File: src/design/grap_pkg.sv
// ----------------------------------------------------------------------------
// grap_pkg
// Shared types and constants of the growing atlas rectangle packer.
// ----------------------------------------------------------------------------
package grap_pkg;

    localparam int COORD_BITS_DEFAULT = 16;
    localparam int PAGE_BITS_DEFAULT  = 8;

    localparam int RECT_BITS  = 12;
    localparam int PAD_BITS   = 4;
    localparam int MAX_BITS   = 15;
    localparam int OUT_COORD  = 16;
    localparam int OUT_PAGE   = 8;

    // A padded rectangle side and every fresh-page coordinate fit in this width.
    localparam int EXT_BITS   = 13;

    localparam int CFG_INDEX_BITS = 1;
    localparam int CFG_DATA_BITS  = MAX_BITS;

    localparam logic [CFG_INDEX_BITS-1:0] REG_PAD      = 1'd0;
    localparam logic [CFG_INDEX_BITS-1:0] REG_MAX_PAGE = 1'd1;

    localparam logic [PAD_BITS-1:0] PAD_RESET      = 4'd3;
    localparam logic [MAX_BITS-1:0] MAX_PAGE_RESET = 15'd4096;

    localparam int QUEUE_DEPTH = 2;

    typedef struct packed {
        logic [RECT_BITS-1:0] rect_width;
        logic [RECT_BITS-1:0] rect_height;
    } item_t;

    typedef struct packed {
        logic [OUT_COORD-1:0] place_x;
        logic [OUT_COORD-1:0] place_y;
        logic [OUT_PAGE-1:0]  page_index;
        logic                 page_closed;
        logic [OUT_COORD-1:0] closed_width;
        logic [OUT_COORD-1:0] closed_height;
    } result_t;

    // Classified job: padded sizes plus the state a fresh page would hold after it.
    typedef struct packed {
        logic [EXT_BITS-1:0] w_pad;
        logic [EXT_BITS-1:0] h_pad;
        logic [PAD_BITS-1:0] pad;
        logic [EXT_BITS-1:0] fresh_cx;
        logic [EXT_BITS-1:0] fresh_cy;
        logic [EXT_BITS-1:0] fresh_pw;
        logic [EXT_BITS-1:0] fresh_ph;
    } job_t;

endpackage

File: src/design/grap_fifo.sv
// ----------------------------------------------------------------------------
// grap_fifo
// Small register queue with push/full and pop/empty handshakes.
// ----------------------------------------------------------------------------
module grap_fifo #(
    parameter int WIDTH = 1
) (
    input  logic             clk,
    input  logic             rst_n,
    input  logic             push,
    input  logic [WIDTH-1:0] wdata,
    output logic             full,
    input  logic             pop,
    output logic [WIDTH-1:0] rdata,
    output logic             empty
);

    localparam int DEPTH    = grap_pkg::QUEUE_DEPTH;
    localparam int PTR_BITS = (DEPTH > 1) ? $clog2(DEPTH) : 1;
    localparam int CNT_BITS = $clog2(DEPTH + 1);

    logic [WIDTH-1:0]    slot_reg [DEPTH];
    logic [PTR_BITS-1:0] wr_ptr_reg;
    logic [PTR_BITS-1:0] wr_ptr_next;
    logic [PTR_BITS-1:0] rd_ptr_reg;
    logic [PTR_BITS-1:0] rd_ptr_next;
    logic [CNT_BITS-1:0] count_reg;
    logic [CNT_BITS-1:0] count_next;
    logic                do_push;
    logic                do_pop;

    assign full    = (count_reg == CNT_BITS'(DEPTH));
    assign empty   = (count_reg == '0);
    assign do_push = push && !full;
    assign do_pop  = pop && !empty;
    assign rdata   = slot_reg[rd_ptr_reg];

    always_comb
    begin
        wr_ptr_next = wr_ptr_reg;
        rd_ptr_next = rd_ptr_reg;
        count_next  = count_reg;
        if (do_push)
        begin
            wr_ptr_next = (wr_ptr_reg == PTR_BITS'(DEPTH - 1)) ? '0 : wr_ptr_reg + 1'b1;
        end
        if (do_pop)
        begin
            rd_ptr_next = (rd_ptr_reg == PTR_BITS'(DEPTH - 1)) ? '0 : rd_ptr_reg + 1'b1;
        end
        if (do_push && !do_pop)
        begin
            count_next = count_reg + 1'b1;
        end
        else if (do_pop && !do_push)
        begin
            count_next = count_reg - 1'b1;
        end
    end

    always_ff @(posedge clk or negedge rst_n)
    begin
        if (!rst_n)
        begin
            wr_ptr_reg <= '0;
            rd_ptr_reg <= '0;
            count_reg  <= '0;
        end
        else
        begin
            wr_ptr_reg <= wr_ptr_next;
            rd_ptr_reg <= rd_ptr_next;
            count_reg  <= count_next;
        end
    end

    always_ff @(posedge clk)
    begin
        if (do_push)
        begin
            slot_reg[wr_ptr_reg] <= wdata;
        end
    end

endmodule

File: config.mk
export PLATFORM = sky130hd
export DESIGN_NAME = grap_fifo
export DESIGN_NICKNAME = d
export VERILOG_FILES = /design/src/design/grap_pkg.sv /design/src/design/grap_fifo.sv
export SDC_FILE = /design/constraint.sdc
export NUM_CORES = 1
export LEC_CHECK = 0
export ABC_AREA = 1
export ABC_CLOCK_PERIOD_IN_PS = 1530
export BUFFER_PORTS_ARGS = -buffer_cell sky130_fd_sc_hd__buf_2
export CAP_MARGIN = 20
export CORE_AREA = 2 2 39 41
export CTS_CLUSTER_DIAMETER = 120
export DETAILED_ROUTE_END_ITERATION = 8
export DIE_AREA = 0 0 41 43
export PLACE_DENSITY = 0.53
export RECOVER_POWER = 100
export SKIP_CTS_REPAIR_TIMING = 1
export SLEW_MARGIN = 10
export SYNTH_ARGS = -nofsm -noshare
export SYNTH_HDL_FRONTEND = slang
export SYNTH_SLANG_ARGS = --single-unit
File: constraint.sdc
create_clock -name clk -period 1.53 [get_ports clk]
set_input_delay 0.2295 -clock clk [delete_from_list [all_inputs] [get_ports clk]]
set_output_delay 0.2295 -clock clk [all_outputs]
set_load 0.01 [all_outputs]
* Word-level counts from Yosys, hierarchy flattened
Memory sizes are Yosys's and may differ from the RTL's. Index checks and enable logic that the tools add are counted.
Word-level totals: logic and storage cells 25, memory bits (read-only) 0, output and inout bits 3, bits in writable memories 2, flip-flop bits (word level) 4, latch bits 0, memories kept 1
Operators by class: $mul 0, add/subtract/negate cells 4, multiplexer cells 6, reduce and logical (&&, ||, !) cells 10, divide/modulo/power cells 0, shift operators 0, magnitude comparators 0, eq/ne operators 1, bitwise gates (word level) 0
Memory list:
- slot_reg | depth 2, width 1, rd ports 1, clocked after memory_dff 0, wr ports 1, RTL line grap_fifo.sv:22 | logic [WIDTH-1:0] slot_reg [DEPTH];
Operators by type and width (count):
- $logic_and A1 B1 Y1 | 4
- $logic_not A1 Y1 | 4
- $mux W1 | 4
- $mux W2 | 2
- $add A1 B1 Y1 const B | 2
- $add A2 B1 Y2 const B | 1
- $eq A2 B2 Y1 const B | 1
- $logic_not A2 Y1 | 1
- $reduce_bool A2 Y1 | 1
- $sub A2 B1 Y2 const B | 1

* Depth between registers and ports, before layout
word-level depth 7, gate-level depth with buffers 9, gate-level depth less buffers 9

* Worst setup path after synthesis
OpenSTA, ideal clock, no wires.
path type register -> register, start point register count_reg[0], end point register count_reg[1], setup slack 0.219 ns, period minus slack after synthesis 1.311 ns, data required time 1.413 ns, data arrival time 1.194 ns, stages on the path, launching flop included 8, buffers on the path 0, library setup time 0.117 ns, cells stage by stage dfrtp_1 nor2_2 nor2_2 ha_1 inv_1 nand3_1 nand2_1 nand2_1
Between the ends: longest elaborated chain between the ends 6, elaborated cells between the ends (all ways) 15, those cells by class add/sub (2); eq/ne (1); mux (2); reduce/logical (10)
Ends and longest elaborated chain:
- start, declared | RTL line grap_fifo.sv:27 | logic [CNT_BITS-1:0] count_reg;
- start signal, assigned | RTL line grap_fifo.sv:73 | count_reg <= count_next;
- $eq A2 B2 Y1 * | RTL line grap_fifo.sv:32 | assign full = (count_reg == CNT_BITS'(DEPTH));
- via full | RTL line grap_fifo.sv:12 | output logic full,
- $logic_not A1 Y1 * | RTL line grap_fifo.sv:34 | assign do_push = push && !full;
- $logic_and A1 B1 Y1 * | RTL line grap_fifo.sv:34
- $logic_not A1 Y1 | RTL line grap_fifo.sv:55 | else if (do_pop && !do_push)
- $logic_and A1 B1 Y1 | RTL line grap_fifo.sv:55
- $reduce_bool A2 Y1 (no line)
Mark *: on every way through the listed nets, which the timed path passes. The rest lies on a longest branch. The select of a mux whose other input is x is not followed. A chain may end at the register's enable or synchronous reset.

* Worst setup path in the final report
start point register count_reg[0], end point register count_reg[1]
Between the ends: longest elaborated chain between the ends 6, elaborated cells between the ends (all ways) 15, those cells by class add/sub (2); eq/ne (1); mux (2); reduce/logical (10)
Ends and longest elaborated chain (RTL line):
- $eq A2 B2 Y1 / $logic_not A2 Y1 (equally long branches) | grap_fifo.sv:32, grap_fifo.sv:33
- $logic_not A1 Y1 (on tied branches) | grap_fifo.sv:34, grap_fifo.sv:35
- $logic_and A1 B1 Y1 (on tied branches) | grap_fifo.sv:34, grap_fifo.sv:35
- $logic_not A1 Y1 (on tied branches) | grap_fifo.sv:55, grap_fifo.sv:51
- $logic_and A1 B1 Y1 (on tied branches) | grap_fifo.sv:55, grap_fifo.sv:51
- $reduce_bool A2 Y1 (no line) / $mux W2 (equally long branches)
Several ways; a longest one is shown, not always the timed one. The select of a mux whose other input is x is not followed.

==> reports/metrics.csv <==
metric,value,unit
RR Endpoint,count_reg[1],
die area,1760,um^2
R2R cell count,6,
Max H-tree Level,1,
WHS Endpoint,slot_reg[1],
global-route wire length before repair,807,um
Synth Area in Compound Gates,0.0328,
ys async rst share,0.667,
hold path start,wdata,
Synth-to-Final Area Change,26.6,%
commonest cells in the netlist,"12 x nand2_1, 8 x inv_1, 4 x dfrtp_1",
Worst setup EP type,flop,
Critical R2R Launch,count_reg[0],
worst hold path class,in -> reg,
clk buf depth,2,
Final Hold Viols,0,
Post-synth top flop,dfrtp_1,
DR pass1 iterations,4,
largest family of logic cells by synthesized area,simple AND/OR/NAND/NOR gates,
Nets,56,
root buffer selected by CTS,clkbuf_4,
achievable frequency,0.720,GHz
critical path launch point type,flop,
row count,14,
Filler Cells Inserted,156,
critical-path maximum fanout,7,
Hold Path Depth,1,
adder-cell share of the synthesized area,0.0410,
PwrDens,1930,nW/um^2
# port buffers,7,
RePlAce Congestion,0.684,
Core ar.,1380,um^2
worst setup margin,141,ps
CTS tree,yes,
Syn Std Cell Area,305,um^2
Initial DRC Count,5,
fraction of layout cells with a size suffix above 1,0.122,
Synth area leader,dfrtp_1,
DIE HEIGHT,43,um
count of cell types in the netlist,12,
Worst-Skew Late Latency,250,ps
boundary pin count,8,
TritonCTS Sinks,6,
TNS Setup,0,ps
vias,262,
Final Skew,7.33,ps
DIE WIDTH,41,um
mux cell area share after synthesis,0,
Post-Synth Simple-Gate Area,0.275,
post-placement setup slack,125,ps
largest net degree at the start of global routing,8,
Tmin final,1390,ps
Tcrit/Tclk final,0.908,
Num CTS Buffers,3,
Post-Synth XOR/XNOR Area,0.0287,
Via density,4.03,
most numerous cell in the Yosys netlist,nand2_1,
clock transition at the registers of the reported paths,50,ps
Worst Max-Slew Pin Slew,267,ps
Post-Syn Instances,37,
"Avg Cell Area, Syn",8.25,um^2
Post-DRT Antenna Nets,0,
initial core utilization,0.221,
Ys Warns,0,
peak supply drop,783,uV
drt total wl,508,um
sequential area share after synthesis,0.525,
global route overflow,0,
Rel. slew slack,0.820,
ranking of synthesized cells by area,"dfrtp_1 33%, edfxtp_1 20%, nand2_1 15%, inv_1 9.8%, ha_1 4.1%",
RSZ-0062 raised after global routing,no,
CP required,1660,ps
status,finished clean,
DP Wirelength,393,um
slack of the worst reg-to-reg path,140,ps
Leakage Power,0.000205,uW
vias in the first global route,214,
Ant. Diodes,0,
type of the worst setup path,reg -> reg,
Synth top area share,0.328,
Final Max Tran Viols,0,
remaining routing DRC violations,0,
"FF+latch count, synth",6,
Post-synth EDFFs,2,
GRT Overall Usage,0.0791,
initial antenna violation count,0,
setup violators final,0,
Post-Syn Nets,43,
Max-cap violations,0,
Worst Path Arrival,1520,ps
wire per inst,7.82,um
==> worst max-delay path, cell delays in order, from the launching register on <==
cell and delay, ps:
dfrtp_1 440, o21ai_0 280, ha_1 300, inv_1 80
nand3_1 70, nand2_1 60, nand2_1 50
==> metrics by stage <==
| stage | hold WS (ps) | utilization | area (um^2) | cells | power, uW |
|---|---|---|---|---|---|
| 3_5_place_dp | 39.3 | 0.260 | 360 | 60 | 609 |
| 2_1_floorplan | -66.1 | - | 305 | 37 | 521 |
| 5_1_grt | 205 | 0.279 | 387 | 65 | 827 |
| 4_1_cts | -235 | 0.279 | 387 | 64 | 778 |
| 3_3_place_gp | 40.9 | 0.260 | 360 | 60 | 603 |
| 6_report | 190 | 0.279 | 387 | 65 | 747 |
==> worst max-delay path by stage <==
| stage | startpoint | to | slack (ps) | depth (start not counted) |
|---|---|---|---|---|
| floorplan | count_reg[0] | count_reg[1] | 220 | 7 |
| global placement | count_reg[0] | count_reg[1] | 140 | 6 |
| detailed placement | count_reg[0] | count_reg[1] | 120 | 6 |
| CTS | count_reg[0] | count_reg[1] | 120 | 6 |
| global route | count_reg[0] | count_reg[1] | 20 | 6 |
| finish | count_reg[0] | count_reg[1] | 140 | 6 |
==> kinds of logic (layout without fill, tap and decap cells) <==
group           Yosys count  in the layout
simple gates             19             19
buf+inv                   8             20
flops                     6              6
compound gates            2              2
fa+ha+maj                 1              1
xor+xnor                  1              1
==> area by class of cell <==
class	instances	area, um^2	area share
clock buffer	4	26.3	0.0680
inverter	8	30.0	0.0777
multi-input combinational	23	110	0.285
sequential	6	160	0.414
tap	16	20.0	0.0518
timing repair buffer	8	40.0	0.104
==> layout by cell type (no fill, tap or decap), types with 2 or more instances in the layout <==
cell | Yosys | routed
dfrtp_1 | 4 | 4
nor2_1 | 2 | 4
clkbuf_1 | 0 | 5
inv_1 | 8 | 8
nand2_1 | 12 | 12
edfxtp_1 | 2 | 2
buf_2 | 0 | 3
o21ai_0 | 2 | 2
clkbuf_4 | 0 | 3
==> where the power goes <==
part	total [uW]	switching (uW)	leakage (uW)	internal [uW]
sequential	293	55.2	0.0000665	237
clock	158	58.7	0.0000150	98.9
combinational	297	175	0.000123	122
==> per-layer routing <==
| layer | up-vias | GRT usage | wire length, um |
|---|---|---|---|
| met5 | - | 0 | 0 |
| met4 | 0 | 0.0600 | 0 |
| met3 | 0 | 0.0628 | 26 |
| met2 | 4 | 0.106 | 242 |
| met1 | 122 | 0.0764 | 239 |
| li1 | 136 | - | - |
Power figures use the tool's default switching activity.
