**src/design/grap_pkg.sv**
```systemverilog
// ----------------------------------------------------------------------------
// grap_pkg
// Shared types and constants of the growing atlas rectangle packer.
// ----------------------------------------------------------------------------
package grap_pkg;

    localparam int COORD_BITS_DEFAULT = 16;
    localparam int PAGE_BITS_DEFAULT  = 8;

    localparam int RECT_BITS  = 12;
    localparam int PAD_BITS   = 4;
    localparam int MAX_BITS   = 15;
    localparam int OUT_COORD  = 16;
    localparam int OUT_PAGE   = 8;

    // A padded rectangle side and every fresh-page coordinate fit in this width.
    localparam int EXT_BITS   = 13;

    localparam int CFG_INDEX_BITS = 1;
    localparam int CFG_DATA_BITS  = MAX_BITS;

    localparam logic [CFG_INDEX_BITS-1:0] REG_PAD      = 1'd0;
    localparam logic [CFG_INDEX_BITS-1:0] REG_MAX_PAGE = 1'd1;

    localparam logic [PAD_BITS-1:0] PAD_RESET      = 4'd3;
    localparam logic [MAX_BITS-1:0] MAX_PAGE_RESET = 15'd4096;

    localparam int QUEUE_DEPTH = 2;

    typedef struct packed {
        logic [RECT_BITS-1:0] rect_width;
        logic [RECT_BITS-1:0] rect_height;
    } item_t;

    typedef struct packed {
        logic [OUT_COORD-1:0] place_x;
        logic [OUT_COORD-1:0] place_y;
        logic [OUT_PAGE-1:0]  page_index;
        logic                 page_closed;
        logic [OUT_COORD-1:0] closed_width;
        logic [OUT_COORD-1:0] closed_height;
    } result_t;

    // Classified job: padded sizes plus the state a fresh page would hold after it.
    typedef struct packed {
        logic [EXT_BITS-1:0] w_pad;
        logic [EXT_BITS-1:0] h_pad;
        logic [PAD_BITS-1:0] pad;
        logic [EXT_BITS-1:0] fresh_cx;
        logic [EXT_BITS-1:0] fresh_cy;
        logic [EXT_BITS-1:0] fresh_pw;
        logic [EXT_BITS-1:0] fresh_ph;
    } job_t;

endpackage

```
**src/design/grap_back.sv**
```systemverilog
// ----------------------------------------------------------------------------
// grap_back
// Places one padded rectangle per cycle against the live page state unless stalled.
// ----------------------------------------------------------------------------
module grap_back #(
    parameter int COORD_BITS = grap_pkg::COORD_BITS_DEFAULT,
    parameter int PAGE_BITS  = grap_pkg::PAGE_BITS_DEFAULT
) (
    input  logic                            clk,
    input  logic                            rst_n,
    input  grap_pkg::job_t                  job,
    input  logic                            job_empty,
    output logic                            job_pop,
    input  logic [grap_pkg::MAX_BITS-1:0]   max_page_size,
    output grap_pkg::result_t               result,
    output logic                            result_push,
    input  logic                            result_full
);

    localparam int C  = COORD_BITS;
    localparam int SW = (COORD_BITS + 3 > grap_pkg::MAX_BITS + 1) ?
                        COORD_BITS + 3 : grap_pkg::MAX_BITS + 1;
    localparam int PW = 2 * SW;
    localparam int OC = grap_pkg::OUT_COORD;

    logic [C-1:0]         cur_x_reg;
    logic [C-1:0]         cur_x_next;
    logic [C-1:0]         cur_y_reg;
    logic [C-1:0]         cur_y_next;
    logic [C-1:0]         page_w_reg;
    logic [C-1:0]         page_w_next;
    logic [C-1:0]         page_h_reg;
    logic [C-1:0]         page_h_next;
    logic [PAGE_BITS-1:0] page_count_reg;
    logic [PAGE_BITS-1:0] page_count_next;

    logic signed [SW-1:0] lx, ly, lw, lh, wv, hv, pv, max_s;
    logic signed [SW-1:0] dx, dy, ex, ey;
    logic signed [PW-1:0] free_area, grow_x, grow_y;
    logic                 waste;
    logic signed [SW-1:0] gx, gy, gw, gh;
    logic signed [SW-1:0] nx, ny, nw, nh;
    logic                 oversize;
    logic                 fire;
    logic [C-1:0]         px, py;

    assign fire        = !job_empty && !result_full;
    assign job_pop     = fire;
    assign result_push = fire;

    always_comb
    begin
        lx    = $signed(SW'(cur_x_reg));
        ly    = $signed(SW'(cur_y_reg));
        lw    = $signed(SW'(page_w_reg));
        lh    = $signed(SW'(page_h_reg));
        wv    = $signed(SW'(job.w_pad));
        hv    = $signed(SW'(job.h_pad));
        pv    = $signed(SW'(job.pad));
        max_s = $signed(SW'(max_page_size));

        dx = lw - lx;
        dy = lh - ly;
        ex = lx + wv - lw;
        ey = ly + hv - lh;
        free_area = PW'(dx) * PW'(dy);
        grow_x    = PW'(ex) * PW'(ly);
        grow_y    = PW'(ey) * PW'(lx);
        waste     = (grow_x > free_area) || (grow_y > free_area);

        // Too much waste: open a new strip along the shorter side of the page.
        gx = lx;
        gy = ly;
        gw = lw;
        gh = lh;
        if (waste)
        begin
            if (lw <= lh)
            begin
                gx = lw;
                gy = pv;
                gw = lw + wv;
            end
            else
            begin
                gx = pv;
                gy = lh;
                gh = lh + hv;
            end
        end

        nx = gx;
        ny = gy;
        nw = gw;
        nh = gh;
        if (gx + wv - gw < gy + hv - gh)
        begin
            nx = gx + wv;
            if (gy + hv > gh)
            begin
                nh = gy + hv;
            end
        end
        else
        begin
            ny = gy + hv;
            if (gx + wv > gw)
            begin
                nw = gx + wv;
            end
        end

        oversize = (nw > max_s) || (nh > max_s);

        if (oversize)
        begin
            cur_x_next  = C'(job.fresh_cx);
            cur_y_next  = C'(job.fresh_cy);
            page_w_next = C'(job.fresh_pw);
            page_h_next = C'(job.fresh_ph);
            page_count_next = (page_count_reg == '1) ? page_count_reg
                                                     : page_count_reg + 1'b1;
            px = C'(job.pad);
            py = C'(job.pad);
        end
        else
        begin
            cur_x_next  = nx[C-1:0];
            cur_y_next  = ny[C-1:0];
            page_w_next = nw[C-1:0];
            page_h_next = nh[C-1:0];
            page_count_next = page_count_reg;
            px = gx[C-1:0];
            py = gy[C-1:0];
        end

        result.place_x       = OC'(px);
        result.place_y       = OC'(py);
        result.page_index    = grap_pkg::OUT_PAGE'(page_count_next);
        result.page_closed   = oversize;
        result.closed_width  = oversize ? OC'(page_w_reg) : '0;
        result.closed_height = oversize ? OC'(page_h_reg) : '0;
    end

    always_ff @(posedge clk or negedge rst_n)
    begin
        if (!rst_n)
        begin
            cur_x_reg      <= C'(grap_pkg::PAD_RESET);
            cur_y_reg      <= C'(grap_pkg::PAD_RESET);
            page_w_reg     <= C'(grap_pkg::PAD_RESET);
            page_h_reg     <= C'(grap_pkg::PAD_RESET);
            page_count_reg <= '0;
        end
        else if (fire)
        begin
            cur_x_reg      <= cur_x_next;
            cur_y_reg      <= cur_y_next;
            page_w_reg     <= page_w_next;
            page_h_reg     <= page_h_next;
            page_count_reg <= page_count_next;
        end
    end

endmodule

```
**config.mk**
```make
export PLATFORM = sky130hd
export DESIGN_NAME = grap_back
export DESIGN_NICKNAME = d
export VERILOG_FILES = /design/src/design/grap_pkg.sv /design/src/design/grap_back.sv
export SDC_FILE = /design/constraint.sdc
export NUM_CORES = 2
export LEC_CHECK = 0
export ABC_AREA = 1
export BUFFER_PORTS_ARGS = -buffer_cell sky130_fd_sc_hd__buf_2
export CORE_AREA = 8 8 296 298
export DETAILED_ROUTE_END_ITERATION = 10
export DIE_AREA = 0 0 304 306
export GPL_TIMING_DRIVEN = 1
export PLACE_DENSITY = 0.8
export SYNTH_ARGS = -nofsm -noshare
export SYNTH_HDL_FRONTEND = slang
export SYNTH_SLANG_ARGS = --single-unit
```
**constraint.sdc**
```tcl
create_clock -name clk -period 94 [get_ports clk]
set_input_delay 23.5 -clock clk [delete_from_list [all_inputs] [get_ports clk]]
set_output_delay 23.5 -clock clk [all_outputs]
set_load 0.01 [all_outputs]
```
**Word level (Yosys, flattened, before mapping)**

Cells that the tools add are included.

- Register bits after elaboration: 72
- Output and inout bits: 75
- Logic and storage cells: 59

- Add/sub/neg operators: 13
- Multipliers: 3
- Order comparisons: 8
- Equal/unequal tests: 1
- Mux-type cells: 24
- Reductions and logical operators: 5

Operators with widths:

| operator | number |
|---|---|
| 2-to-1 mux 16 bit | 14 |
| adder 16 x 13 -> 17 bit | 5 |
| 2-to-1 mux 17 bit | 5 |
| greater-than comparator 35 x 34 -> 1 bit | 2 |
| multiplier 18 x 17 -> 35 bit | 2 |
| 2-to-1 mux 19 bit | 3 |
| greater-than comparator 19 x 16 -> 1 bit | 2 |
| greater-than comparator 19 x 18 -> 1 bit | 2 |
| subtractor 19 x 18 -> 19 bit | 2 |
| subtractor 17 x 16 -> 18 bit | 2 |
| multiplier 17 x 17 -> 34 bit | 1 |
| subtractor 16 x 16 -> 17 bit | 2 |
| adder 19 x 14 -> 19 bit | 1 |
| < comparator 19 bit | 1 |
| less-or-equal comparator 16 bit | 1 |
| 2-to-1 mux 8 bit | 2 |
| adder 8 x 1 -> 8 bit (second input constant) | 1 |
| equality test 8 bit (second input constant) | 1 |
| zero test 1 bit | 2 |
| logical OR 1 bit | 2 |
| logical AND 1 bit | 1 |

**Depth between registers and ports, before layout**

- Depth after elaboration: 13
- Mapped depth: 129
- Mapped depth without buffers: 123

**Worst setup path after synthesis**

No wires, ideal clock.

- Path type: input port to output port
- Start point: input job[71] (netlist name)
- End point: output result[63] (netlist name)
- Arrival: 41.217 ns
- Slack: 29.283 ns
- Cell stages on the path: 109
- Cell sequence: inv_1 > fa_1 > inv_1 > ha_1 > nand3_1 > and2_1 > or2_2 > nand2_1 > a21oi_1 > or2_2 > nand2_1 > a21oi_1 > or2_2 > nand2_1 > a21oi_1 > inv_1 > a21oi_1 > o21ai_0 > (+73 left out) > o21ai_0 > inv_1 > ha_1 > nand2_1 > o21ai_0 > o21a_1 > nor2_1 > nand2_1 > o21a_1 > o21ai_0 > nand3_1 > a21oi_1 > nand3_1 > nor2_4 > nand3_4 > buf_2 > buf_6 > nor2_1

RTL lines:

| what | line | source |
|---|---|---|
| from (decl) | grap_back.sv:11 | `input grap_pkg::job_t job,` |
| to (decl) | grap_back.sv:15 | `output grap_pkg::result_t result,` |

==> key figures <==
Synthesis
  • Synth Cell Area: approximately 0.049 mm2
  • Top_reg_cell synth: dfrtp_1
  • Synth top area share: 36.9%
  • Sequential cell area fraction in the yosys report: 3.69%
  • Top cell type by total area after synthesis: fa_1
  • Post-synth top cells: 1651 x inv_1, 1433 x nand2_1, 905 x fa_1, 576 x ha_1, 566 x nor2_1
  • Largest cells by area after synthesis: fa_1 37%, ha_1 15%, inv_1 13%
  • Yosys reg bits: 72
  • Synth Instances: 6600
  • Syn Area/Cell: between 7 and 8 um2
  • Synth Warn #: 0
  • Distinct cells, synth: 63
  • EDFF count, synth: 0
  • Syn Nets: around 8200
  • Async set-reset flop share out of synthesis: 100%
  • Most frequent cell after synthesis: inv_1

Placement
  • Number of port buffers: approximately 180
  • Placed cell areas: around 0.051 mm2
  • Detail Placement HPWL: 135000 um
  • RD Place Congestion: 1.04

Global route
  • First-pass GRT wire length: 250000 um
  • Largest net degree at the start of global routing: 73
  • Global route overflow: 0
  • Vias in the first global route: around 45000
  • Gr usage total: between 30% and 40%
  • Initial antenna violation count: 10

Clocking
  • Post-CTS resize count: 0
  • Clk slew on worst S/H paths: around 0.06 ns
  • Clock Tree Buf Depth: 2
  • CTS Hold Buffers Added: 0
  • CTS Sinks: around 70
  • Worst skew pair latency: ~0.37 ns
  • CTS tree: done
  • Total CTS buffers: 9
  • CTS Root Cell: clkbuf_16
  • H-tree depth: 3
  • Post-CTS setup buffers: 0

Route
  • WL met1: just under 60000 um
  • Avg WL per Cell: just over 20 um
  • First-pass DRT Iterations: 8
  • Via count: ~44000
  • Iter 0 DRT Violations: approximately 4200
  • Final WL: about 160000 um
  • DRC viols: 0
  • Remaining antenna violation count: 0
  • Routed met2 length: 71200 um
  • Top sig layer: met5
  • Met3 Routed Length: roughly 19000 um
  • Via/cell ratio: 5.62

Floorplan
  • Die footprint: 0.0930 mm2
  • Core ar.: just over 0.08 mm2
  • Ports: about 180
  • Cell Rows: between 100 and 150
  • Die height: about 300 um
  • Die W: 304 um
  • Initial Util: between 50% and 60%

Timing
  • Final min period: 71.89 ns
  • Worst-margin pin slew: 1.22 ns
  • Relative slew margins: between 10% and 20%
  • Hold Vio Cnt, Final: 0
  • Final Max Tran Viols: 0
  • Max Freq: ~14 MHz
  • RSZ-0062 raised after global routing: false
  • Final clock skew: around 0.014 ns
  • Final Cycle Share: about 76%
  • # setup viols final: 0
  • Setup_tns: 0 ns

Cells and area
  • Final instance area: 0.0515 mm2
  • Filler cell count: around 7300
  • P&R area growth vs syn: 4.73%
  • Share of cells above drive strength 1: under 10%
  • Nets: a little over 8000

Hold path
  • Worst Hold Launch: page_count_reg[5]
  • HP Class: reg2reg

Setup path
  • CP delay by family, top: compound AO/OA/AOI/OAI gates
  • Setup CP Type: in2out
  • Crit start category: input pin
  • CP max stage delay: a little under 1 ns
  • Start point of the critical path: job[57]
  • CP Buf/Inv Count: 18
  • Worst r2r src: cur_x_reg[1]
  • Worst EP arrival: ~48 ns
  • Crit-path max FO: 70
  • Worst Setup End Kind: output pin
  • Crit path top cell by count: nand2_1
  • Req. time, crit path: 70.50 ns
  • Slowest CP cell: o221ai_1

Outcome
  • Outcome: finished clean

Flow run
  • Max_cap viols: 0
stage by stage:
stage	cells	hold slack (ns)	setup slack, ns	utilization (%)
floorplan	6600	0.480	29.28	-
global placement	7750	0.518	22.95	61.7
detailed placement	7750	0.533	22.87	61.7
CTS	7766	0.550	22.81	62.1
global route	7767	0.589	20.46	62.1
finish	7769	0.561	22.11	62.1
routing by layer:
| layer | track usage [%] | vias to the layer above |
|---|---|---|
| li1 | - | 19800 |
| met5 | 0 | - |
| met3 | 9.41 | 608 |
| met2 | 55.2 | 2411 |
| met1 | 42.0 | 20900 |
| met4 | 17.5 | 14 |
area by class of cell:
cell class | instances | area, um2 | share of cell area (%)
inverters | 1725 | 6480 | 12.6
clock buffers | 11 | 243 | 0.472
clock inverters | 5 | 56.3 | 0.109
diodes | 3 | 7.51 | 0.0146
repair buffers | 235 | 1330 | 2.58
multi-input cells | 4638 | 40200 | 78.1
flip-flops and latches | 72 | 1810 | 3.52
well taps | 1080 | 1350 | 2.62
cells by family (layout without fill, tap and decap cells):
| family | count (synthesis) | in the layout | share of synthesized area [%] |
|---|---|---|---|
| AND/OR/NAND/NOR | 2348 | 2348 | 19.4 |
| buffers and inverters | 1890 | 1976 | 14.6 |
| adder cells (fa/ha/maj) | 1481 | 1481 | 51.5 |
| AO/OA/AOI/OAI | 584 | 584 | 6.74 |
| XOR/XNOR | 224 | 224 | 3.99 |
| flip-flops | 72 | 72 | 3.69 |
| multiplexers | 1 | 1 | 0.0229 |
| other | 0 | 3 | 0 |
final timing paths:
kind | slack (ns) | end | cells past startpoint
worst max-delay path | 22.11 | result[36] | 106
worst min-delay path | 0.56 | page_count_reg[5] | 2
worst max register to register | 67.28 | page_count_reg[2] | 103
worst min register to register | 0.56 | page_count_reg[5] | 2
max in group asynchronous | 69.97 | cur_y_reg[6] | 1
min in group asynchronous | 23.32 | page_h_reg[3] | 1
worst register-to-register path: cells and delay by family (launching register included):
family          cells  cell delay [ns]
compound gates     29             7.53
simple gates       45             6.79
fa+ha+maj          13             6.50
buf+inv            14             4.22
flops               1             0.81
xor+xnor            2             0.78
cells in the final DEF (no fill, tap or decap), drive strengths merged, types with 21 or more instances in the layout:
cell type	instances
o21ai	190
a21oi	250
inv	1697
fa	905
o21bai	26
xnor2	88
ha	576
buf	235
dfrtp	64
xor2	136
nand3	160
nand2	1437
or2	51
nor2	569
a31oi	21
nand4	93
clkinv	31
Power is left out: the tool's default activity adds up to more than one toggle a clock period on the data nets, which glitch-free logic cannot reach.
