### config.mk
export PLATFORM = sky130hd
export DESIGN_NAME = grap_front
export DESIGN_NICKNAME = d
export VERILOG_FILES = /design/src/design/grap_pkg.sv /design/src/design/grap_front.sv
export SDC_FILE = /design/constraint.sdc
export NUM_CORES = 1
export LEC_CHECK = 0
export ABC_AREA = 1
export BUFFER_PORTS_ARGS = -buffer_cell sky130_fd_sc_hd__clkbuf_2
export CORE_MARGIN = 3
export CORE_UTILIZATION = 51
export DETAILED_ROUTE_END_ITERATION = 12
export PLACE_DENSITY = 0.85
export SETUP_SLACK_MARGIN = 0.5
export SLEW_MARGIN = 10
export SYNTH_ARGS = -nofsm -noshare
export SYNTH_HDL_FRONTEND = slang
export SYNTH_SLANG_ARGS = --single-unit
### constraint.sdc
create_clock -name vclk -period 3.4
set_input_delay 0 -clock vclk [all_inputs]
set_output_delay 0 -clock vclk [all_outputs]
set_load 0.02 [all_outputs]
### src/design/grap_pkg.sv
// ----------------------------------------------------------------------------
// grap_pkg
// Shared types and constants of the growing atlas rectangle packer.
// ----------------------------------------------------------------------------
package grap_pkg;

    localparam int COORD_BITS_DEFAULT = 16;
    localparam int PAGE_BITS_DEFAULT  = 8;

    localparam int RECT_BITS  = 12;
    localparam int PAD_BITS   = 4;
    localparam int MAX_BITS   = 15;
    localparam int OUT_COORD  = 16;
    localparam int OUT_PAGE   = 8;

    // A padded rectangle side and every fresh-page coordinate fit in this width.
    localparam int EXT_BITS   = 13;

    localparam int CFG_INDEX_BITS = 1;
    localparam int CFG_DATA_BITS  = MAX_BITS;

    localparam logic [CFG_INDEX_BITS-1:0] REG_PAD      = 1'd0;
    localparam logic [CFG_INDEX_BITS-1:0] REG_MAX_PAGE = 1'd1;

    localparam logic [PAD_BITS-1:0] PAD_RESET      = 4'd3;
    localparam logic [MAX_BITS-1:0] MAX_PAGE_RESET = 15'd4096;

    localparam int QUEUE_DEPTH = 2;

    typedef struct packed {
        logic [RECT_BITS-1:0] rect_width;
        logic [RECT_BITS-1:0] rect_height;
    } item_t;

    typedef struct packed {
        logic [OUT_COORD-1:0] place_x;
        logic [OUT_COORD-1:0] place_y;
        logic [OUT_PAGE-1:0]  page_index;
        logic                 page_closed;
        logic [OUT_COORD-1:0] closed_width;
        logic [OUT_COORD-1:0] closed_height;
    } result_t;

    // Classified job: padded sizes plus the state a fresh page would hold after it.
    typedef struct packed {
        logic [EXT_BITS-1:0] w_pad;
        logic [EXT_BITS-1:0] h_pad;
        logic [PAD_BITS-1:0] pad;
        logic [EXT_BITS-1:0] fresh_cx;
        logic [EXT_BITS-1:0] fresh_cy;
        logic [EXT_BITS-1:0] fresh_pw;
        logic [EXT_BITS-1:0] fresh_ph;
    } job_t;

endpackage

### src/design/grap_front.sv
// ----------------------------------------------------------------------------
// grap_front
// Pads an incoming rectangle and works out its placement on a fresh page.
// ----------------------------------------------------------------------------
module grap_front (
    input  grap_pkg::item_t                    item,
    input  logic [grap_pkg::PAD_BITS-1:0]      pad,
    output grap_pkg::job_t                     job
);

    localparam int EB = grap_pkg::EXT_BITS;

    logic [EB-1:0] pad_e;
    logic [EB-1:0] w_pad;
    logic [EB-1:0] h_pad;

    assign pad_e = EB'(pad);
    assign w_pad = EB'(item.rect_width) + pad_e;
    assign h_pad = EB'(item.rect_height) + pad_e;

    // On a fresh page every side equals the pad, so the placement has a closed form.
    // With a nonzero pad the page always grows to the right first; with no pad the
    // cursor simply steps along the shorter side.
    always_comb
    begin
        job.w_pad = w_pad;
        job.h_pad = h_pad;
        job.pad   = pad;
        if (pad != '0)
        begin
            job.fresh_cx = pad_e + w_pad;
            job.fresh_cy = pad_e;
            job.fresh_pw = pad_e + w_pad;
            job.fresh_ph = pad_e + h_pad;
        end
        else if (w_pad < h_pad)
        begin
            job.fresh_cx = w_pad;
            job.fresh_cy = '0;
            job.fresh_pw = '0;
            job.fresh_ph = h_pad;
        end
        else
        begin
            job.fresh_cx = '0;
            job.fresh_cy = h_pad;
            job.fresh_pw = w_pad;
            job.fresh_ph = '0;
        end
    end

endmodule

# After elaboration in Yosys (flattened, before gate mapping)
# Index checks and enable logic that the tools add are counted.
[totals]
register_bits = 0
word_cells = 8
in_bits = 28
output_inout_bits = 82
[classes]
order_cmp = 1
reduce_logical = 1
add_sub_neg = 4
n_mux = 2
[ops]
columns = ["cell", "count"]
rows = [
  ["$mux 52", 2],
  ["$add 12x4->13", 2],
  ["$add 4x13->13", 2],
  ["$lt 13x13->1", 1],
  ["$reduce_bool 4->1", 1],
]

# Longest topological paths before layout
# Gate-level depths: netlist of the first run.
[depth]
word_depth = 4
depth_mapped = 19
depth_no_buf = 18

# Worst setup path before layout of the first run
# No wires, ideal clock.
[synth_timing]
path_kind = "input-to-output"
from = "input port item[12] (netlist bit)"
to = "output port job[35] (netlist bit)"
slack_ns = 0.652
path_stages = 16
required_ns = 3.400
arrival_ns = 2.748
n_path_buf = 1
path_cell_list = "ha_1 -> fa_1 -> nand3_1 -> nand2_1 -> nand2_1 -> nor2_1 -> nand2_1 -> nand2_1 -> ha_1 -> nand2_1 -> nor2_1 -> nand4_1 -> nor2_4 -> nor2_8 -> buf_4 -> a21boi_1"
[synth_lines]
columns = ["item", "line_no", "source"]
rows = [
  ["from (decl)", "grap_front.sv:6", "input grap_pkg::item_t item,"],
  ["to (decl)", "grap_front.sv:8", "output grap_pkg::job_t job"],
]

==> results of run 1 <==
==> layout make-up <==
cell class,count,share of cell area [%]
multi-input cells,402,71.1
repair buffers,123,20.2
inverters,58,6.31
well taps,65,2.36
==> worst paths after layout <==
check	start	end	slack, ns
max	pad[2]	job[44]	0.58
min	pad[0]	job[52]	0.34
==> cells by family after synthesis <==
family	synth area share, %
AND/OR/NAND/NOR	56.1
buffers and inverters	12.9
AO/OA/AOI/OAI	10.0
adder cells (fa/ha/maj)	16.9
XOR/XNOR	4.14
==> per-stage QoR <==
| step | hold WS, ns | total power [mW] | worst slack, ns | util, % |
|---|---|---|---|---|
| 3_3_place_gp | 0.335 | 0.725 | 0.363 | 67.2 |
| 3_5_place_dp | 0.348 | 0.740 | 0.231 | 67.2 |
| 2_1_floorplan | 0.113 | 0.527 | 0.652 | - |
| 5_1_grt | 0.353 | 0.938 | 0.442 | 76.1 |
| 4_1_cts | 0.349 | 0.775 | 0.494 | 70.3 |
| 6_report | 0.342 | 0.857 | 0.583 | 76.1 |
==> power groups by stage <==
stage          registers [mW]  clock network [mW]  logic [mW]
6_report                    0                   0       0.857
5_1_grt                     0                   0       0.938
4_1_cts                     0                   0       0.775
3_5_place_dp                0                   0       0.740
3_3_place_gp                0                   0       0.725
2_1_floorplan               0                   0       0.527
==> cells in the mapped netlist <==
master      n
nand2_1   160
nand3_1    66
inv_1      57
nor2_1     47
ha_1       27
a21oi_1    15
o21ai_0    11
nand4_1    10
buf_4       7
xor2_1      7
buf_2       6
nand2_2     6
a21boi_1    5
nand3b_1    5
a21boi_0    4
fa_1        4
nand3_2     4
nor3_1      3
a21o_1      2
clkbuf_1    2
nand2_4     2
xor2_2      2
a21oi_2     1
a31oi_1     1
and2_1      1
buf_6       1
inv_2       1
nor2_2      1
nor2_4      1
nor2_8      1
nor4_2      1
o21ai_1     1
o21bai_1    1
o221ai_1    1
or2_1       1
or2_2       1
xnor2_1     1
==> what timing repair did <==
action / CTS / global route
gates cloned: 5 / 4
resized for setup: 16 / 41
hold buffers: 0 / 0
buffers inserted: 3 / 5
pin swaps: 6 / 15
setup endpoints to repair: 52 / 52
==> layer usage <==
metal  vias up  share of wire, %  GRT usage (%)
met2       205                46           45.6
met1      1590                41           38.8
met3        30                10           1.98
met4         0               3.0           7.96
met5         -                 0              0
li1       1756                 -              -
==> metrics.log, run 1 <==
INFO  metric layout.area.seq = 0 sq um
INFO  metric hpwl = ~6000 um
INFO  metric cap_violations = 0
INFO  metric vertical_die_dimension = 75.7 um
INFO  metric power.sequential.fraction = 0%
INFO  metric switching_share = about 66%
INFO  metric floorplan.io_pins = between 100 and 150
INFO  metric ys_seq_area_share = 0%
INFO  metric mostFrequentLayoutCell = nand2_1
INFO  metric filler_cell_count = around 360
INFO  metric routedWlPerCell = about 14 um
INFO  metric timing.critical_path.from_type = input pin
INFO  metric gr-usage-all-layers = 27.8%
INFO  metric hp-class = in2out
INFO  metric count_of_cell_instances_traversed_by_the_critical_path = 17
INFO  metric core.rowCount = 24
INFO  metric pwr-share-comb = 100.0%
INFO  metric cell_count_after_synthesis = 467
INFO  metric setup_viol = 0
INFO  metric fmax = about 350 MHz
INFO  metric number_of_clock_buffers_in_the_layout = 0
INFO  metric cpMaxStageDelayCell = ha_1
INFO  metric chipWidth = around 76 um
INFO  metric n_antenna_cell = 0
INFO  metric synthDominantCellAreaShare = around 24%
INFO  metric path_cells = buf_2 > ha_4 > or2_4 > and2_1 > xor2_2 > inv_1 > ha_1 > nand4_1 > o221ai_2 > nand4_1 > nor2_4 > buf_6 > nor2_4 > buf_4 > nand3_1 > nand2_1 > clkbuf_2
INFO  metric drive_above_1_share = between 30% and 40%
INFO  metric maxSlewViolCount = 0
INFO  metric dr_total_vias = roughly 3600
INFO  metric worstPathMaxFanout = 7
INFO  metric outcome = finished clean
INFO  metric cp.arrival = 2.82 ns
INFO  metric worstPathBufferInverterCount = 5
INFO  metric synth_area_per_cell = between 5 and 6 sq um
INFO  metric vdd_ir_drop_max = roughly 0.00018 V
INFO  metric p_per_area = approximately 250 nW/um^2
INFO  metric timing.final.crit_period = between 2 and 3 ns
INFO  metric yosys_warnings = 0
INFO  metric place.detailed.instances = around 630
INFO  metric drt-pass1-iter-count = 5
INFO  metric post_synth_main_area_contributors = nand2_1 (24%), ha_1 (14%), nand3_1 (13%)
INFO  metric final-instance-count-excl-fill = 648
INFO  metric dieArea = around 5700 sq um
INFO  metric final_cell_area = 3450 sq um
INFO  metric remaining_drc_errors = 0
INFO  metric synth_top_area_cell = nand2_1
INFO  metric antenna_found_initial = 0
INFO  metric synthToLayoutAreaGrowth = 39.1%
INFO  metric grt_pass1_wl = about 13000 um
INFO  metric gr-total-overflow = 0
INFO  metric coreArea = roughly 4500 sq um
INFO  metric multiInputGateArea = between 2000 and 2500 sq um
INFO  metric postRouteAntennaNets = 0
INFO  metric maximum_number_of_pins_on_one_net_before_global_route_repair = 39
INFO  metric rsz_0062_raised_after_global_routing = yes
INFO  metric internal_power = roughly 0.29 mW
INFO  metric sequential_cell_total = 0
INFO  metric yosysUniqueCellTypes = 37
INFO  metric static-leakage-power = slightly below 2 nW
INFO  metric synth_area = roughly 2500 sq um
INFO  metric fin_nets = ~640
INFO  metric clockPowerShare = 0%
INFO  metric worstMarginPinSlew = 0.531 ns
INFO  metric most-common-layout-cells = nand2_1 (152), clkbuf_2 (104), nand3_1 (65)
INFO  metric finalSetupTns = 0 ns
INFO  metric worst_path_largest_cell_delay = around 0.31 ns
INFO  metric avgViaCountPerCell = ~5.5
INFO  metric initial_utilization = 54.7%
INFO  metric place.port_buffers = 110
INFO  metric cp-end-kind = output pin
INFO  metric max_slew_margin = 64.5%
INFO  metric postRouteWirelength = approximately 9000 um
INFO  metric gp_congestion = approximately 0.94
INFO  metric timing.final.hold_violations = 0
INFO  metric critPathKind = in2out
INFO  metric min_period_over_period = slightly above 80%
INFO  metric worst_path_dominant_cell_family = simple AND/OR/NAND/NOR gates
INFO  metric worst_hold_path.num_cells = 2
INFO  metric drt_iter0_drc = 250
INFO  metric power_switching = approximately 0.57 mW
INFO  metric cp.required = 3.40 ns
INFO  metric first_global_vias = 2884
INFO  metric synth_nets = around 530
INFO  metric postPlaceCellArea = roughly 3000 sq um
Power figures use the tool's default switching activity.
==> run 2: changes to the inputs <==
- clock period: 3.4 -> 2.92 ns (I/O delays scaled with it)
==> run 2 against run 1 <==
Against the previous run:
- the run now fails in 5_1_grt
- area after synthesis is the same
- synthesized cell count is the same
==> metrics.log, run 2 <==
INFO  metric postCtsHoldBufs = 0 (unchanged)
INFO  metric synth_area = 2480 sq um (unchanged)
INFO  metric post_synth_main_area_contributors = nand2_1 (24%), ha_1 (14%), nand3_1 (13%)
INFO  metric synth_nets = 526 (unchanged)
INFO  metric gr-total-overflow = 39
INFO  metric gr-usage-all-layers = 72.1%
INFO  metric yosys_warnings = 0 (unchanged)
INFO  metric synth.cells.most_frequent = nand2_1 (160), nand3_1 (66), inv_1 (57), nor2_1 (47), ha_1 (27)
INFO  metric core.rowCount = 24 (unchanged)
INFO  metric synth_area_per_cell = 5.31 sq um (unchanged)
INFO  metric chipWidth = 75.7 um (unchanged)
INFO  metric ys_seq_area_share = 0% (unchanged)
INFO  metric first_global_vias = ~5500
INFO  metric failed_stage = 5_1_grt
INFO  metric cell_count_after_synthesis = 467 (unchanged)
INFO  metric outcome = aborted with a tool error
INFO  metric hpwl = 6740 um (+10%)
INFO  metric grt_pass1_wl = 30700 um
INFO  metric synthDominantCellAreaShare = 24.2% (unchanged)
INFO  metric vertical_die_dimension = 75.7 um (unchanged)
INFO  metric stop_error = [ERROR GRT-0116] Global routing finished with congestion. Check the congestion regions in the DRC Viewer.
INFO  metric gp_congestion = 0.911 (-3.0%)
INFO  metric maximum_number_of_pins_on_one_net_before_global_route_repair = 27
INFO  metric initial_utilization = 54.7% (unchanged)
INFO  metric yosysUniqueCellTypes = 37 (unchanged)
INFO  metric synth_top_area_cell = nand2_1
INFO  metric post-synth-top-count-cell = nand2_1
INFO  metric place.port_buffers = 110 (unchanged)
INFO  metric floorplan.io_pins = 110 (unchanged)
run 2: kinds of logic after synthesis:
group                      after synthesis  synth area share (%)
and+or+nand+nor                        310                  56.1
buffers and inverters                   74                  12.9
AOI/OAI and AO/OA                       42                  10.0
adders and majority gates               31                  16.9
xor gates and xnor gates                10                  4.14
run 2: repair_timing:
item                       4_1_cts
hold endpoints to repair         0
setup buffers                   26
gates cloned                     6
pin swaps                       69
setup endpoints to repair       52
gates resized for setup        164
run 2: metrics by stage:
step	setup WS (ns)	utilization, %	cells	cell area, sq um
CTS	0.385	97.3	673	4410
detailed placement	0.0435	73.6	641	3340
global placement	0.137	73.6	641	3340
floorplan	0.501	-	467	2690
run 2: layer usage:
layer | track usage (%) | overflow
met5 | 11.1 | 0
met4 | 78.3 | 18
met3 | 55.7 | 2
met2 | 91.9 | 18
met1 | 68.4 | 1
==> run 3: changes to the inputs <==
- CORE_UTILIZATION: 51 -> 40
- PLACE_DENSITY: 0.85 -> unset
- PLACE_DENSITY_LB_ADDON: unset -> 0.15
- SETUP_SLACK_MARGIN: 0.5 -> unset
==> run 3 against run 2 <==
Against the previous run:
- the run now ends clean
==> metrics.log, run 3 (synthesis gave the netlist of run 1 again) <==
INFO  metric floorplan.io_pins = 110 (unchanged)
INFO  metric coreArea = 5960 sq um
INFO  metric finalSetupTns = 0 ns
INFO  metric timing.final.crit_period = 2.75 ns
INFO  metric worst_path_dominant_cell_family = simple AND/OR/NAND/NOR gates
INFO  metric place.port_buffers = 110 (unchanged)
INFO  metric power_switching = just over 0.6 mW
INFO  metric vertical_die_dimension = 84.7 um (+12%)
INFO  metric dieArea = 7180 sq um
INFO  metric worstPathBufferInverterCount = 3
INFO  metric postRouteAntennaNets = 0
INFO  metric n_antenna_cell = 0
INFO  metric dr_total_vias = between 3000 and 4000
INFO  metric outcome = finished clean
INFO  metric static-leakage-power = 1.98 nW
INFO  metric p_per_area = about 280 nW/um^2
INFO  metric cp.required = between 2 and 3 ns
INFO  metric final-instance-count-excl-fill = around 660
INFO  metric drt-pass1-iter-count = 4
INFO  metric grt_pass1_wl = about 13000 um
INFO  metric maximum_number_of_pins_on_one_net_before_global_route_repair = 32
INFO  metric routedWlPerCell = 12.1 um
INFO  metric worst_path_largest_cell_delay = about 0.3 ns
INFO  metric fmax = roughly 360 MHz
INFO  metric drive_above_1_share = between 20 and 30%
INFO  metric vdd_ir_drop_max = 0.000209 V
INFO  metric min_period_over_period = a little over nine tenths
INFO  metric worstPathMaxFanout = 10
INFO  metric cp.arrival = roughly 2.8 ns
INFO  metric maxSlewViolCount = 0
INFO  metric timing.critical_path.from_type = input pin
INFO  metric cap_violations = 0
INFO  metric setup_viol = 0
INFO  metric timing.final.hold_violations = 0
INFO  metric synthToLayoutAreaGrowth = 35.3%
INFO  metric most-common-layout-cells = nand2_1 (157), clkbuf_2 (104), nand3_1 (66)
INFO  metric gr-usage-all-layers = a little over a fifth
INFO  metric initial_utilization = 41.6% (-13 points)
INFO  metric pwr-share-comb = 100.0%
INFO  metric mostFrequentLayoutCell = nand2_1
INFO  metric antenna_found_initial = 0
INFO  metric critPathKind = in2out
INFO  metric path_cells = clkbuf_4 > ha_1 > nand3_1 > nand3_2 > a21oi_4 > o21bai_1 > nand2_1 > inv_2 > ha_1 > nand2_1 > nor2_2 > nand4_1 > nor2_4 > nor2_4 > a21boi_0 > clkbuf_2
INFO  metric cpMaxStageDelayCell = a21boi_0
INFO  metric avgViaCountPerCell = about 5
INFO  metric place.detailed.instances = 656 (+2.3%)
INFO  metric core.rowCount = 28 (+17%)
INFO  metric postRouteWirelength = 8070 um
INFO  metric number_of_clock_buffers_in_the_layout = 0
INFO  metric fin_nets = 650
INFO  metric max_slew_margin = between 40 and 50%
INFO  metric remaining_drc_errors = 0
INFO  metric switching_share = between 60 and 70%
INFO  metric worstMarginPinSlew = a little under 0.9 ns
INFO  metric gp_congestion = 0.857 (-5.9%)
INFO  metric chipWidth = 84.7 um (+12%)
INFO  metric drt_iter0_drc = 120
INFO  metric internal_power = ~0.33 mW
INFO  metric first_global_vias = a little over 3000
INFO  metric sequential_cell_total = 0
INFO  metric power.sequential.fraction = 0%
INFO  metric cp-end-kind = output pin
INFO  metric clockPowerShare = 0%
INFO  metric hpwl = 6620 um (-1.8%)
INFO  metric layout.area.seq = 0 sq um
INFO  metric hp-class = in2out
INFO  metric gr-total-overflow = 0
INFO  metric rsz_0062_raised_after_global_routing = yes
-- run 3: metrics by stage --
stage / utilization (%) / setup WS (ns) / hold WS [ns] / power [mW] / instance area [sq um]
6_report: 56.3 / 0.173 / 0.285 / 0.946 / 3350
4_1_cts: 53.3 / 0.0247 / 0.293 / 0.899 / 3170
2_1_floorplan: - / 0.172 / 0.113 / 0.613 / 2480
3_3_place_gp: 53.3 / 0.102 / 0.294 / 0.880 / 3170
3_5_place_dp: 53.3 / 0.0213 / 0.293 / 0.896 / 3170
5_1_grt: 56.3 / -0.0386 / 0.305 / 1.04 / 3350
-- run 3: path summary, 6_finish.rpt --
kind,slack [ns],cells after the start,to,from
worst min-delay path,0.29,2,job[52],pad[0]
worst max-delay path,0.17,16,job[32],pad[1]
-- run 3: power by group through the flow --
stage	registers, mW	clock network (mW)	logic, mW
CTS	0	0	0.899
global placement	0	0	0.880
detailed placement	0	0	0.896
floorplan	0	0	0.613
global route	0	0	1.04
finish	0	0	0.946
-- run 3: what timing repair did --
action | CTS | global route
resized for setup | 0 | 33
hold buffers | 0 | 0
setup buffers | 0 | 7
endpoints found under the setup margin | 0 | 52
-- run 3: routing by layer --
layer / track usage [%] / part of all wire [%] / up-vias
li1: - / - / 1757
met1: 28.6 / 48 / 1519
met2: 38.2 / 46 / 114
met3: 1.08 / 5.9 / 2
met4: 1.01 / 0.17 / 0
met5: 0 / 0 / -
-- run 3: layout make-up --
type               count  area (sq um)
fillers              638          2600
multi-input cells    394          2280
repair buffers       137           767
inverters             58           218
well taps             75          93.8
==> run 4: changes to the inputs <==
- ABC_AREA: 1 -> unset
==> run 4 against run 3 <==
Against the previous run:
- the flow now finishes with violations (negative setup slack)
- synthesized cell count is 33% lower
- core utilization is 32 points higher
- first-iteration DRC count is 140% higher
- clock-buffer cell count stayed put
==> metrics.log, run 4 <==
INFO  metric worstPathMaxFanout = 8 (-2)
INFO  metric synthToLayoutAreaGrowth = 112%
INFO  metric sequential_cell_total = 0 (unchanged)
INFO  metric antenna_found_initial = 0 (unchanged)
INFO  metric synth_compound_area_share = 34.8% (+25 points)
INFO  metric cp.arrival = 3.22 ns (+0.47 ns)
INFO  metric synth_top_family_by_area = compound AO/OA/AOI/OAI gates
INFO  metric synth_area_per_cell = 6.93 sq um (+30%)
INFO  metric cap_violations = 0 (unchanged)
INFO  metric yosys.area_share.simple = 25.2% (-31 points)
INFO  metric synth_area = 2150 sq um (-13%)
INFO  metric layout.area.seq = 0 sq um (unchanged)
INFO  metric synth_nets = 370 (-30%)
INFO  metric vdd_ir_drop_max = 0.000227 V (+9.0%)
INFO  metric dr_total_vias = 3453 (+1.8%)
INFO  metric number_of_clock_buffers_in_the_layout = 0 (unchanged)
INFO  metric floorplan.io_pins = 110 (unchanged)
INFO  metric n_antenna_cell = 0 (unchanged)
INFO  metric maxSlewViolCount = 0 (unchanged)
INFO  metric initial_utilization = 41.7% (about the same)
INFO  metric postRouteWirelength = 11500 um (+42%)
INFO  metric coreArea = 5170 sq um (-13%)
INFO  metric synth_top_area_cell = ha_1
INFO  metric p_per_area = 320 nW/um^2 (+13%)
INFO  metric vertical_die_dimension = 79.4 um (-6.3%)
INFO  metric cp-end-kind = output pin
INFO  metric total_power = 1.46 mW (+54%)
INFO  metric synthDominantCellAreaShare = 15.7% (-8.5 points)
INFO  metric most-common-layout-cells = buf_4 (77), clkbuf_2 (55), buf_8 (24)
INFO  metric hpwl = 6680 um (+0.82%)
INFO  metric postCtsHoldBufs = 0 (unchanged)
INFO  metric setup_viol = 52 (+52)
INFO  metric chipWidth = 79.4 um (-6.3%)
INFO  metric finalSetupTns = -8.76 ns (-8.76 ns)
INFO  metric synth_xor_area_share = 10.2% (+6.1 points)
INFO  metric remaining_drc_errors = 0 (unchanged)
INFO  metric ys_seq_area_share = 0% (unchanged)
INFO  metric first_global_vias = 3152 (+2.8%)
INFO  metric critPathKind = in2out
INFO  metric mostFrequentLayoutCell = buf_4
INFO  metric maximum_number_of_pins_on_one_net_before_global_route_repair = 17 (-47%)
INFO  metric timing.critical_path.from_type = input pin
INFO  metric filler_cell_count = 227 (-64%)
INFO  metric drive_above_1_share = 60.2% (+31 points)
INFO  metric grt_pass1_wl = 14600 um (+11%)
INFO  metric yosysUniqueCellTypes = 63 (+70%)
INFO  metric violations = negative setup slack
INFO  metric place.port_buffers = 110 (unchanged)
INFO  metric core.rowCount = 26 (-7.1%)
INFO  metric outcome = finished, violations left
INFO  metric gr-total-overflow = 0 (unchanged)
INFO  metric post-synth-top-count-cell = nor2_1
INFO  metric drt_iter0_drc = 288 (+140%)
INFO  metric layout_setup_ws = -0.297 ns (-0.470 ns)
INFO  metric avgViaCountPerCell = 6.08 (+19%)
INFO  metric timing.final.hold_violations = 0 (unchanged)
INFO  metric rsz_0062_raised_after_global_routing = yes
INFO  metric cp.required = 2.92 ns (about the same)
INFO  metric synthMuxAreaShare = 1.39% (+1.4 points)
INFO  metric hp-class = in2out
INFO  metric multiInputGateArea = 2610 sq um (+15%)
INFO  metric drt-pass1-iter-count = 4 (unchanged)
INFO  metric synth_fa_ha_area_share = 19.4% (+2.5 points)
INFO  metric cell_count_after_synthesis = 311 (-33%)
INFO  metric gr-usage-all-layers = 28.2% (+7.2 points)
INFO  metric postRouteAntennaNets = 0 (unchanged)
INFO  metric synth.cells.most_frequent = nor2_1 (33), inv_1 (28), ha_1 (27), o21ai_0 (24), a21oi_1 (21)
INFO  metric worstMarginPinSlew = 0.633 ns (-0.259 ns)
INFO  metric timing.final.crit_period = 3.22 ns (+0.470 ns)
INFO  metric gp_congestion = 0.903 (+5.3%)
INFO  metric routedWlPerCell = 20.2 um (+67%)
INFO  metric dieArea = 6300 sq um (-12%)
INFO  metric min_period_over_period = 110% (+16 points)
INFO  metric fin_nets = 559 (-14%)
INFO  metric yosys_warnings = 0 (unchanged)
INFO  metric post_synth_main_area_contributors = ha_1 (16%), nor2_1 (5.7%), xnor2_1 (5.7%)
INFO  metric fmax = 311 MHz (-15%)
INFO  metric max_slew_margin = 57.8% (+17 points)
INFO  metric static-leakage-power = 2.13 nW (+7.8%)
==> run 4: what timing repair did <==
action | 4_1_cts | 5_1_grt
setup buffers | 12 | 7
pin swaps | 27 | 22
gates resized for setup | 86 | 114
gates cloned | 1 | 2
setup endpoints to repair | 52 | 52
==> run 4: cell families after synthesis <==
kind of cell	after synthesis
adders and majority gates	31
muxes	3
AOI/OAI and AO/OA	105
buffers and inverters	41
xor gates and xnor gates	23
and+or+nand+nor	108
==> run 4: routing by layer <==
metal | routed length, um | vias to the layer above | share of wire [%] | GRT usage (%)
li1 | - | 1510 | - | -
met1 | 4380 | 1687 | 38 | 35.4
met2 | 5770 | 212 | 50 | 51.5
met3 | 845 | 44 | 7.4 | 2.14
met4 | 491 | 0 | 4.3 | 7.39
met5 | 0 | - | 0 | 0
==> run 4: layout make-up <==
| type | count | share of cell area, % |
|---|---|---|
| multi-input cells | 270 | 57.2 |
| repair buffers | 199 | 38.5 |
| inverters | 29 | 2.39 |
| well taps | 70 | 1.92 |
==> run 4: critical path, stage by stage <==
cell and delay [ns]:
clkbuf_2 0.15, ha_1 0.38, o21a_1 0.22, a21oi_4 0.10
or4_1 0.43, and2_1 0.21, inv_1 0.09, ha_1 0.16
nand4_1 0.16, nor2_2 0.15, inv_2 0.07, o31ai_4 0.30
buf_4 0.18, o21ai_4 0.08, buf_12 0.16, o21ai_1 0.16
buf_2 0.20
==> run 4: final timing paths <==
| check | from | to | cells past startpoint |
|---|---|---|---|
| setup / recovery | pad[2] | job[23] | 17 |
| hold / removal | pad[3] | job[55] | 2 |
==> run 4: power breakdown <==
part / internal [mW] / switching (mW) / total [mW]
logic: 0.662 / 0.797 / 1.46
clock network: 0 / 0 / 0
registers: 0 / 0 / 0
==> run 4: per-stage QoR <==
stage | hold slack (ns) | cells | worst slack, ns | cell area, sq um | utilization (%)
after floorplan | 0.100 | 311 | -0.0645 | 2500 | -
after global placement | 0.305 | 546 | -0.147 | 3600 | 69.5
after detailed placement | 0.312 | 546 | -0.215 | 3600 | 69.5
after CTS | 0.312 | 559 | -0.168 | 4110 | 79.5
after global routing | 0.323 | 568 | -0.391 | 4560 | 88.2
final | 0.321 | 568 | -0.297 | 4560 | 88.2
